**src/hw/rtl/flcs_pkg.sv**
```systemverilog
// ----------------------------------------------------------------------------
// flcs_pkg
// Shared types and constants for the frame-linked call stack.
// ----------------------------------------------------------------------------
`default_nettype none

package flcs_pkg;

  // fixed field widths of the stream payloads
  localparam int DATA_W      = 32;
  localparam int MODE_W      = 3;
  localparam int DEPTH_W     = 8;
  localparam int ITEMS_W     = 8;
  localparam int ERR_W       = 2;
  localparam int ITEMS_MAX   = 255;
  localparam int IN_TDATA_W  = 72;  // value, return_address, depth_index
  localparam int OUT_TDATA_W = 40;  // read_value, frame_items

  // operation codes carried on in_tuser
  localparam logic [MODE_W-1:0] MODE_PUSH       = 3'd0;
  localparam logic [MODE_W-1:0] MODE_POP        = 3'd1;
  localparam logic [MODE_W-1:0] MODE_PEEK       = 3'd2;
  localparam logic [MODE_W-1:0] MODE_PUSH_FRAME = 3'd3;
  localparam logic [MODE_W-1:0] MODE_POP_FRAME  = 3'd4;
  localparam logic [MODE_W-1:0] MODE_COUNT      = 3'd5;

  typedef enum logic [ERR_W-1:0] {
    ERR_OK        = 2'd0,
    ERR_OVERFLOW  = 2'd1,
    ERR_UNDERFLOW = 2'd2,
    ERR_NO_FRAME  = 2'd3
  } flcs_err_t;

  // memory port operations: address and write data are picked by the datapath
  typedef enum logic [3:0] {
    MEM_IDLE    = 4'd0,
    MEM_WR_PUSH = 4'd1,   // top+1 <- value
    MEM_RD_TOP  = 4'd2,   // read top
    MEM_RD_PEEK = 4'd3,   // read top-depth
    MEM_WR_ZERO = 4'd4,   // top <- 0
    MEM_WR_RET  = 4'd5,   // top+1 <- return address
    MEM_WR_LINK = 4'd6,   // top+2 <- frame link
    MEM_WR_OLD  = 4'd7,   // top+3 <- held old top
    MEM_RD_LINK = 4'd8,   // read saved link
    MEM_RD_RET  = 4'd9,   // read saved return address
    MEM_WR_RES  = 4'd10   // reserved slot <- read word
  } flcs_mem_op_t;

  typedef enum logic [2:0] {
    TOP_HOLD     = 3'd0,
    TOP_INC      = 3'd1,
    TOP_DEC      = 3'd2,
    TOP_ADD3     = 3'd3,
    TOP_RESERVED = 3'd4
  } flcs_top_op_t;

  typedef enum logic [1:0] {
    LINK_HOLD    = 2'd0,
    LINK_PUSH    = 2'd1,
    LINK_RESTORE = 2'd2
  } flcs_link_op_t;

  typedef struct packed {
    logic          load_item;
    logic          clr_rd;
    flcs_mem_op_t  mem_op;
    logic          cap_rd;
    logic          cap_hold;
    flcs_top_op_t  top_op;
    flcs_link_op_t link_op;
    logic          load_result;
    logic          sel_items;
    flcs_err_t     err;
  } flcs_cmd_t;

  typedef struct packed {
    logic push_ok;
    logic pop_ok;
    logic peek_ok;
    logic frame_ok;
    logic link_ok;
    logic out_free;
  } flcs_status_t;

endpackage

`default_nettype wire

```
**src/hw/rtl/flcs_ctrl.sv**
```systemverilog
// ----------------------------------------------------------------------------
// flcs_ctrl
// Sequencer: decodes the operation and steps the datapath through it.
// ----------------------------------------------------------------------------
`default_nettype none

module flcs_ctrl (
  input  logic                          clk,
  input  logic                          rst_n,
  input  logic                          in_tvalid,
  output logic                          in_tready,
  input  logic [flcs_pkg::MODE_W-1:0]   in_mode,
  input  flcs_pkg::flcs_status_t        status,
  output flcs_pkg::flcs_cmd_t           cmd
);

  import flcs_pkg::*;

  typedef enum logic [10:0] {
    ST_IDLE    = 11'b000_0000_0001,
    ST_DECODE  = 11'b000_0000_0010,
    ST_CAP_RD  = 11'b000_0000_0100,
    ST_PF_ZERO = 11'b000_0000_1000,
    ST_PF_RET  = 11'b000_0001_0000,
    ST_PF_LINK = 11'b000_0010_0000,
    ST_PF_OLD  = 11'b000_0100_0000,
    ST_PO_RET  = 11'b000_1000_0000,
    ST_PO_TOP  = 11'b001_0000_0000,
    ST_PO_WR   = 11'b010_0000_0000,
    ST_FINISH  = 11'b100_0000_0000
  } flcs_state_t;

  flcs_state_t       state_r, state_nxt;
  logic [MODE_W-1:0] mode_r;
  flcs_err_t         err_r, err_nxt;

  assign in_tready = (state_r == ST_IDLE);

  always_ff @(posedge clk) begin
    if (!rst_n) begin
      state_r <= ST_IDLE;
      err_r   <= ERR_OK;
    end else begin
      state_r <= state_nxt;
      err_r   <= err_nxt;
    end
  end

  always_ff @(posedge clk) begin
    if (in_tvalid && in_tready) begin
      mode_r <= in_mode;
    end
  end

  always_comb begin
    state_nxt = state_r;
    err_nxt   = err_r;
    cmd       = '0;
    cmd.err   = err_r;
    case (state_r)
      ST_IDLE: begin
        if (in_tvalid) begin
          cmd.load_item = 1'b1;
          err_nxt       = ERR_OK;
          state_nxt     = ST_DECODE;
        end
      end
      ST_DECODE: begin
        cmd.clr_rd = 1'b1;
        state_nxt  = ST_FINISH;
        case (mode_r)
          MODE_PUSH: begin
            if (status.push_ok) begin
              cmd.mem_op = MEM_WR_PUSH;
              cmd.top_op = TOP_INC;
            end else begin
              err_nxt = ERR_OVERFLOW;
            end
          end
          MODE_POP: begin
            if (status.pop_ok) begin
              cmd.mem_op = MEM_RD_TOP;
              state_nxt  = ST_CAP_RD;
            end else begin
              err_nxt = ERR_UNDERFLOW;
            end
          end
          MODE_PEEK: begin
            if (status.peek_ok) begin
              cmd.mem_op = MEM_RD_PEEK;
              state_nxt  = ST_CAP_RD;
            end else begin
              err_nxt = ERR_UNDERFLOW;
            end
          end
          MODE_PUSH_FRAME: begin
            if (status.frame_ok) begin
              cmd.mem_op = MEM_RD_TOP;
              state_nxt  = ST_PF_ZERO;
            end else begin
              err_nxt = ERR_OVERFLOW;
            end
          end
          MODE_POP_FRAME: begin
            if (status.link_ok) begin
              cmd.mem_op = MEM_RD_LINK;
              state_nxt  = ST_PO_RET;
            end else begin
              err_nxt = ERR_NO_FRAME;
            end
          end
          MODE_COUNT: begin
            state_nxt = ST_FINISH;
          end
          default: begin
            err_nxt = ERR_UNDERFLOW;
          end
        endcase
      end
      ST_CAP_RD: begin
        cmd.cap_rd = 1'b1;
        if (mode_r == MODE_POP) begin
          cmd.top_op = TOP_DEC;
        end
        state_nxt = ST_FINISH;
      end
      ST_PF_ZERO: begin
        cmd.cap_hold = 1'b1;
        cmd.mem_op   = MEM_WR_ZERO;
        state_nxt    = ST_PF_RET;
      end
      ST_PF_RET: begin
        cmd.mem_op = MEM_WR_RET;
        state_nxt  = ST_PF_LINK;
      end
      ST_PF_LINK: begin
        cmd.mem_op  = MEM_WR_LINK;
        cmd.link_op = LINK_PUSH;
        state_nxt   = ST_PF_OLD;
      end
      ST_PF_OLD: begin
        cmd.mem_op = MEM_WR_OLD;
        cmd.top_op = TOP_ADD3;
        state_nxt  = ST_FINISH;
      end
      ST_PO_RET: begin
        cmd.cap_hold = 1'b1;
        cmd.mem_op   = MEM_RD_RET;
        state_nxt    = ST_PO_TOP;
      end
      ST_PO_TOP: begin
        cmd.cap_rd = 1'b1;
        cmd.mem_op = MEM_RD_TOP;
        state_nxt  = ST_PO_WR;
      end
      ST_PO_WR: begin
        cmd.mem_op  = MEM_WR_RES;
        cmd.top_op  = TOP_RESERVED;
        cmd.link_op = LINK_RESTORE;
        state_nxt   = ST_FINISH;
      end
      ST_FINISH: begin
        cmd.sel_items = (mode_r == MODE_COUNT);
        if (status.out_free) begin
          cmd.load_result = 1'b1;
          state_nxt       = ST_IDLE;
        end
      end
      default: begin
        state_nxt = ST_IDLE;
      end
    endcase
  end

endmodule

`default_nettype wire

```
**config.mk**
```make
export PLATFORM = sky130hd
export DESIGN_NAME = flcs_ctrl
export DESIGN_NICKNAME = d
export VERILOG_FILES = /design/src/hw/rtl/flcs_pkg.sv /design/src/hw/rtl/flcs_ctrl.sv
export SDC_FILE = /design/constraint.sdc
export NUM_CORES = 1
export LEC_CHECK = 0
export BUFFER_PORTS_ARGS = -buffer_cell sky130_fd_sc_hd__buf_4
export CAP_MARGIN = 20
export CORE_ASPECT_RATIO = 0.6
export CORE_MARGIN = 3
export CORE_UTILIZATION = 51
export DETAILED_ROUTE_END_ITERATION = 6
export GPL_TIMING_DRIVEN = 0
export PLACE_DENSITY = 0.77
export SLEW_MARGIN = 20
export SYNTH_ARGS = -nofsm -noshare
export SYNTH_HDL_FRONTEND = slang
export SYNTH_SLANG_ARGS = --single-unit
```
**constraint.sdc**
```tcl
create_clock -name clk -period 2 [get_ports clk]
set_input_delay 0.2 -clock clk [delete_from_list [all_inputs] [get_ports clk]]
set_output_delay 0.2 -clock clk [all_outputs]
set_load 0.03 [all_outputs]
```
==> results of run 1 <==
## power groups by stage
| stage | Clock (uW) | Combinational, uW | Sequential (uW) |
|---|---|---|---|
| floorplan | 0 | 115 | 357 |
| global placement | 0 | 170 | 359 |
| detailed placement | 0 | 176 | 359 |
| CTS | 309 | 189 | 351 |
| global route | 327 | 259 | 360 |
| finish | 313 | 248 | 361 |
## cell type report
cell class / count / share of cell area [%]
multi-input cells: 110 / 48.2
repair buffers: 52 / 24.1
flip-flops and latches: 16 / 20.3
clock buffers: 4 / 2.97
well taps: 28 / 1.89
inverters: 8 / 1.62
plain buffers: 3 / 0.878
## placed cells by master, fill, tap and decap left out, types with 4 or more instances in the layout
cell,instances
nand3_1,5
nand2b_1,4
buf_4,38
or4_4,5
clkbuf_8,4
dfxtp_2,5
dfxtp_4,5
nor4_4,4
nor4_1,4
buf_6,15
nor2_1,14
inv_1,8
nand2_1,9
## worst max-delay path: stages (launching register included)
cell,delay (ns)
dfxtp_2,0.38
or4_4,0.57
nor4_4,0.31
buf_4,0.19
nand3_2,0.08
o21ai_2,0.08
buf_6,0.15
## registers in the layout, indices dropped and copies added, names as in the netlist
name,count
err_r,2
state_r,11
mode_r,3
## metrics by stage
step                setup slack [ns]  TNS (ns)  utilization (%)  area, um2  instances
CTS                           -0.138    -0.783             83.1       1670        212
global route                  -0.276     -3.46             92.0       1850        221
global placement              -0.165    -0.200             72.7       1460        200
detailed placement            -0.162    -0.203             72.7       1460        200
floorplan                     0.0157         0                -       1210        143
finish                        -0.240     -2.67             92.0       1850        221
## timing repair
| action | 4_1_cts | 5_1_grt |
|---|---|---|
| setup buffers | 12 | 11 |
| setup endpoints to repair | 14 | 19 |
| pin swaps | 11 | 11 |
| gates resized for setup | 28 | 33 |
| hold buffers | 0 | 0 |
## how the worst max path moves through the flow
stage	start	to	slack, ns	depth (start not counted)
3_5_place_dp	state_r[8]	cmd[12]	-0.16	5
3_3_place_gp	state_r[8]	cmd[12]	-0.17	5
5_1_grt	state_r[4]	state_r[10]	-0.28	7
2_1_floorplan	state_r[0]	cmd[8]	0.02	5
6_report	state_r[10]	cmd[11]	-0.24	6
4_1_cts	state_r[1]	cmd[12]	-0.14	4
## metal layers
layer / vias up / GRT usage (%) / routed length, um
met1: 696 / 41.4 / 2040
met4: 0 / 13.4 / 508
met3: 81 / 11.4 / 955
met5: - / 0 / 0
met2: 198 / 40.6 / 2210
li1: 631 / - / -
## cells by family after synthesis
logic type      after synthesis
xor+xnor                      6
buf+inv                      17
compound gates               20
flops                        16
simple gates                 79
mux                           5
==> metrics.csv, run 1 <==
stage;metric;value;unit
run_status;outcome;complete, but fails checks;
run_status;failing checks;design-rule violations, negative setup slack;
critical_path;type of the worst setup path;flop to output pin;
place;IO buf count;29;
logic_synthesis;sequential cell area fraction in the yosys report;29.6;%
critical_path;Worst Path Max Fanout;7;
critical_path;Data arrival, critical path;2.04;ns
global_route;first-pass GRT wire length;6400;um
final_layout;Post-layout nets;206;
worst_hold_path;Hold Path Depth;1;
logic_synthesis;EDFF count, synth;3;
sta;relative slew slack;59.9;%
worst_hold_path;worst hold path startpoint;in_mode[1];
final_layout;area delta synth->final;56.4;%
logic_synthesis;synth cell count leaders;nor2_1 (15), dfxtp_1 (13), nand2_1 (13), inv_1 (8), nand3_1 (8);
floorplanning;Die Wd;68.2;um
sta;fmax;0.446;GHz
final_layout;Antenna diodes;0;
clocking;Worst-Skew Late Latency;0.27;ns
global_route;initial antenna violation count;0;
logic_synthesis;largest family of logic cells by synthesized area;simple AND/OR/NAND/NOR gates;
power_and_ir_drop;combinational share of power;26.9;%
sta;Final Hold Fails;0;
logic_synthesis;Synth Register Bits;16;
logic_synthesis;mux cell area share after synthesis;4.55;%
final_layout;register area;375;um2
routing;DRC Markers;35;
logic_synthesis;YS warnings;0;
floorplanning;Die Height;43.3;um
run;max-capacitance violation count;0;
floorplanning;IO Count;30;
logic_synthesis;count leader, synth;nor2_1;
logic_synthesis;XOR/XNOR Fraction of Synth Area;4.44;%
worst_hold_path;worst hold path endpoint;mode_r[1];
sta;RSZ-0062 raised after global routing;yes;
sta;minimum clock period;2.24;ns
floorplanning;Die ar.;2950;um2
global_route;largest net degree at the start of global routing;11;
critical_path;Worst setup EP type;output pin;
routing;Avg WL per Cell;25.9;um
routing;vias;1606;
routing;drt first pass iters;7;
power_and_ir_drop;pwr/cell area;497;nW/um2
clocking;Root Buffer;clkbuf_8;
sta;final setup skew;0.0124;ns
logic_synthesis;Gate Count Post-Synth;143;
logic_synthesis;Cell Area, Synth;1180;um2
critical_path;R2R setup slack;-0.14;ns
sta;Slew Viols, Final;0;
sta;worst setup margin;-0.240;ns
global_route;vias in the first global route;1277;
floorplanning;Core Rows;12;
power_and_ir_drop;Clock power frac;33.9;%
power_and_ir_drop;Int Pwr;621;uW
logic_synthesis;Synthesized Nets;155;
power_and_ir_drop;Psw;300;uW
critical_path;r2r startpoint;state_r[4];
final_layout;area of the multi-input gates;893;um2
logic_synthesis;leading area contributor after synthesis;dfxtp_1;
final_layout;layout cell share with drive strength beyond 1;51.8;%
critical_path;FF-to-FF End;state_r[10];
floorplanning;core area;2010;um2
floorplanning;initial core utilization;58.8;%
logic_synthesis;Synth Area in Adders;0;%
logic_synthesis;simple-gate share of the synthesized area;40.6;%
worst_hold_path;Worst Hold Class;primary input to flop;
power_and_ir_drop;Seq pwr share;39.1;%
clocking;Reg clk slew, reported paths;0.08;ns
sta;hold_ws;0.101;ns
clocking;H-tree levels;1;
logic_synthesis;ys async rst share;0;%
clocking;clk buf depth;2;
logic_synthesis;prevailing post-synth register cell;dfxtp_1;
final_layout;fill count;72;
sta;Slew @ Worst Pin;0.596;ns
critical_path;cells on worst reg2reg path;7;
sta;period utilization;112;%
clocking;clk sinks;16;
clocking;TritonCTS buffer count;3;
power_and_ir_drop;VDD IR max;0.000449;V
logic_synthesis;synth top area cells;dfxtp_1 (22%), edfxtp_1 (7.6%), nor2_1 (4.8%), nand2_1 (4.1%), nand3_1 (3.4%);
critical_path;Worst Setup Start Kind;flop;
logic_synthesis;post-synth cell types;49;
sta;Setup violations, final;20;
routing;initial DRC count;469;
routing;drt via density;7.27;
logic_synthesis;Compound-Gate Fraction of Synth Area;14.1;%
place;HPWL reported at the end of detailed placement;2730;um
place;RePlAce Congestion;0.950;
global_route;Total Routing Usage GR;29.9;%
power_and_ir_drop;Power Total;921;uW
logic_synthesis;Synth top area share;22.0;%
power_and_ir_drop;sw frac;32.6;%
power_and_ir_drop;leakage power;0.000789;uW
routing;routed wire length;5720;um
logic_synthesis;syn avg cell area;8.28;um2
critical_path;WP data required;1.80;ns
clocking;CTS tree;yes;
routing;Post-DRT Antenna Nets;0;
global_route;GR Overflow Total;0;
Note: power is estimated with default switching activity, not from simulation.
==> run 2, diff against run 1 <==
- clock period: 2 -> 2.3 ns (I/O delays scaled with it)
==> run 2 against run 1 <==
Critical endpoint is now cmd[12]. Non-clock buffer count fell by 14. Highest routed layer unchanged. Count of clock-buffer cells in the layout did not move. Design area fell by 15%. Die area did not move. Global-route usage fell by 2.9 points. Hold slack improved by 0.048 ns. Worst setup slack improved by 0.23 ns. The flow finishes with violations (negative setup slack).
==> metrics.csv, run 2 (synthesized netlist as in run 1, its figures left out) <==
stage;metric;value;unit
run_status;outcome;complete, but fails checks;
run_status;failing checks;negative setup slack;
worst_hold_path;Worst Hold Class;primary input to flop;
critical_path;Worst setup EP type;output pin;
global_route;largest net degree at the start of global routing;11;
clocking;Worst-Skew Late Latency;0.26;ns
clocking;TritonCTS buffer count;3;
place;RePlAce Congestion;0.980;
routing;drt first pass iters;4;
clocking;CTS tree;yes;
sta;fmax;0.433;GHz
place;HPWL reported at the end of detailed placement;2630;um
sta;minimum clock period;2.31;ns
sta;Final Hold Fails;0;
critical_path;WP buf/inv;1;
critical_path;cells on worst reg2reg path;6;
floorplanning;Die ar.;2950;um2
clocking;clk sinks;16;
critical_path;r2r startpoint;state_r[4];
clocking;Root Buffer;clkbuf_8;
clocking;clk buf depth;2;
run;max-capacitance violation count;0;
critical_path;R2R setup slack;0.25;ns
floorplanning;initial core utilization;58.8;%
power_and_ir_drop;Clock power frac;36.2;%
routing;drt via density;6.13;
routing;vias;1269;
power_and_ir_drop;Psw;220;uW
power_and_ir_drop;Int Pwr;515;uW
routing;DRC Markers;0;
critical_path;Worst Path Max Fanout;8;
final_layout;Antenna diodes;0;
sta;hold_ws;0.149;ns
power_and_ir_drop;leakage power;0.000673;uW
critical_path;CP max-delay cell;or4_4;
floorplanning;Die Height;43.3;um
clocking;H-tree levels;1;
critical_path;critical path's largest stage delay;0.60;ns
sta;period utilization;100;%
sta;final setup skew;0.0121;ns
sta;worst setup margin;-0.0110;ns
sta;Setup violations, final;3;
power_and_ir_drop;sw frac;29.9;%
floorplanning;IO Count;30;
floorplanning;Die Wd;68.2;um
sta;Setup TNS;-0.0295;ns
global_route;vias in the first global route;1158;
power_and_ir_drop;VDD IR max;0.000438;V
final_layout;layout cell share with drive strength beyond 1;35.2;%
routing;Avg WL per Cell;18.2;um
sta;relative slew slack;66.6;%
global_route;GR Overflow Total;0;
worst_hold_path;worst hold path endpoint;mode_r[2];
critical_path;worst path cell trace;or4_4 -> or4_1 -> nand4bb_1 -> buf_6;
clocking;Reg clk slew, reported paths;0.08;ns
global_route;initial antenna violation count;0;
worst_hold_path;Hold Path Depth;1;
final_layout;max reg flops;11;
final_layout;top flop regs;state_r x11, mode_r x3, err_r x2;
final_layout;most frequent cells in the layout;buf_4 (34), nor2_1 (14), nand2_1 (13), dfxtp_1 (10), inv_1 (8);
final_layout;most flop-heavy register;state_r;
critical_path;Worst Setup Start Kind;flop;
power_and_ir_drop;combinational share of power;21.8;%
clocking;hold_buf cts;0;
global_route;first-pass GRT wire length;5870;um
final_layout;Post-layout nets;192;
final_layout;commonest non-fill, non-tap cell in the layout;buf_4;
floorplanning;Core Rows;12;
power_and_ir_drop;Seq pwr share;42.0;%
place;IO buf count;29;
final_layout;area delta synth->final;32.8;%
final_layout;cell area after layout;1570;um2
critical_path;Worst path top cell family by delay;simple AND/OR/NAND/NOR gates;
critical_path;type of the worst setup path;flop to output pin;
sta;Slew Viols, Final;0;
worst_hold_path;worst hold path startpoint;in_mode[2];
floorplanning;core area;2010;um2
power_and_ir_drop;pwr/cell area;467;nW/um2
place;Post-DP Area;1440;um2
routing;initial DRC count;125;
critical_path;WP data required;2.07;ns
sta;RSZ-0062 raised after global routing;yes;
routing;Post-DRT Antenna Nets;0;
critical_path;Data arrival, critical path;2.08;ns
critical_path;FF-to-FF End;err_r[1];
routing;routed wire length;3760;um
global_route;Total Routing Usage GR;27.0;%
sta;Slew @ Worst Pin;0.501;ns
-- run 2: cell count changes in the layout (fill, tap and decap cells not counted), sizes merged --
cell,before,now
buf,54,39
clkbuf,5,6
-- run 2: worst max path at each step --
stage	start	end	slack (ns)	cells after the start
final	state_r[0]	cmd[12]	-0.01	4
after global placement	state_r[8]	cmd[12]	0.13	5
after detailed placement	state_r[7]	cmd[12]	0.11	6
after global routing	state_r[4]	cmd[11]	-0.11	7
after CTS	state_r[0]	cmd[12]	0.01	4
after floorplan	state_r[4]	cmd[7]	0.01	4
-- run 2: per-stage QoR --
stage	setup WS (ns)	std cells	total power (uW)	util, %
CTS	0.0129	206	728	75.4
floorplan	0.0125	143	409	-
global placement	0.125	200	459	71.6
detailed placement	0.115	200	462	71.6
finish	-0.0110	207	734	78.1
global route	-0.112	207	764	78.1
-- run 2: area by class of cell --
| type | count | area [um2] |
|---|---|---|
| timing repair buffer | 35 | 270 |
| clock buffer | 4 | 55.1 |
| fill | 132 | 440 |
| buffer | 6 | 41.3 |
| multi-input combinational | 110 | 786 |
| inverter | 8 | 30.0 |
| tap | 28 | 35.0 |
| sequential | 16 | 354 |
-- run 2: routing by layer --
layer / GRT usage [%] / routed length, um / up-vias
met3: 10.1 / 465 / 13
met2: 37.5 / 1540 / 87
met4: 5.93 / 66 / 0
li1: - / - / 599
met1: 39.1 / 1690 / 570
met5: 0 / 0 / -
-- run 2: power by group through the flow --
stage	logic (uW)	registers [uW]	clock network (uW)
6_report	160	308	266
5_1_grt	173	310	281
4_1_cts	153	306	269
3_5_place_dp	150	313	0
3_3_place_gp	147	312	0
2_1_floorplan	98.6	311	0
-- run 2: what timing repair did --
item	in CTS	in global routing
pin swaps	2	2
hold endpoints to repair	0	0
gates resized for setup	3	11
setup endpoints to repair	3	11
setup buffers	2	4
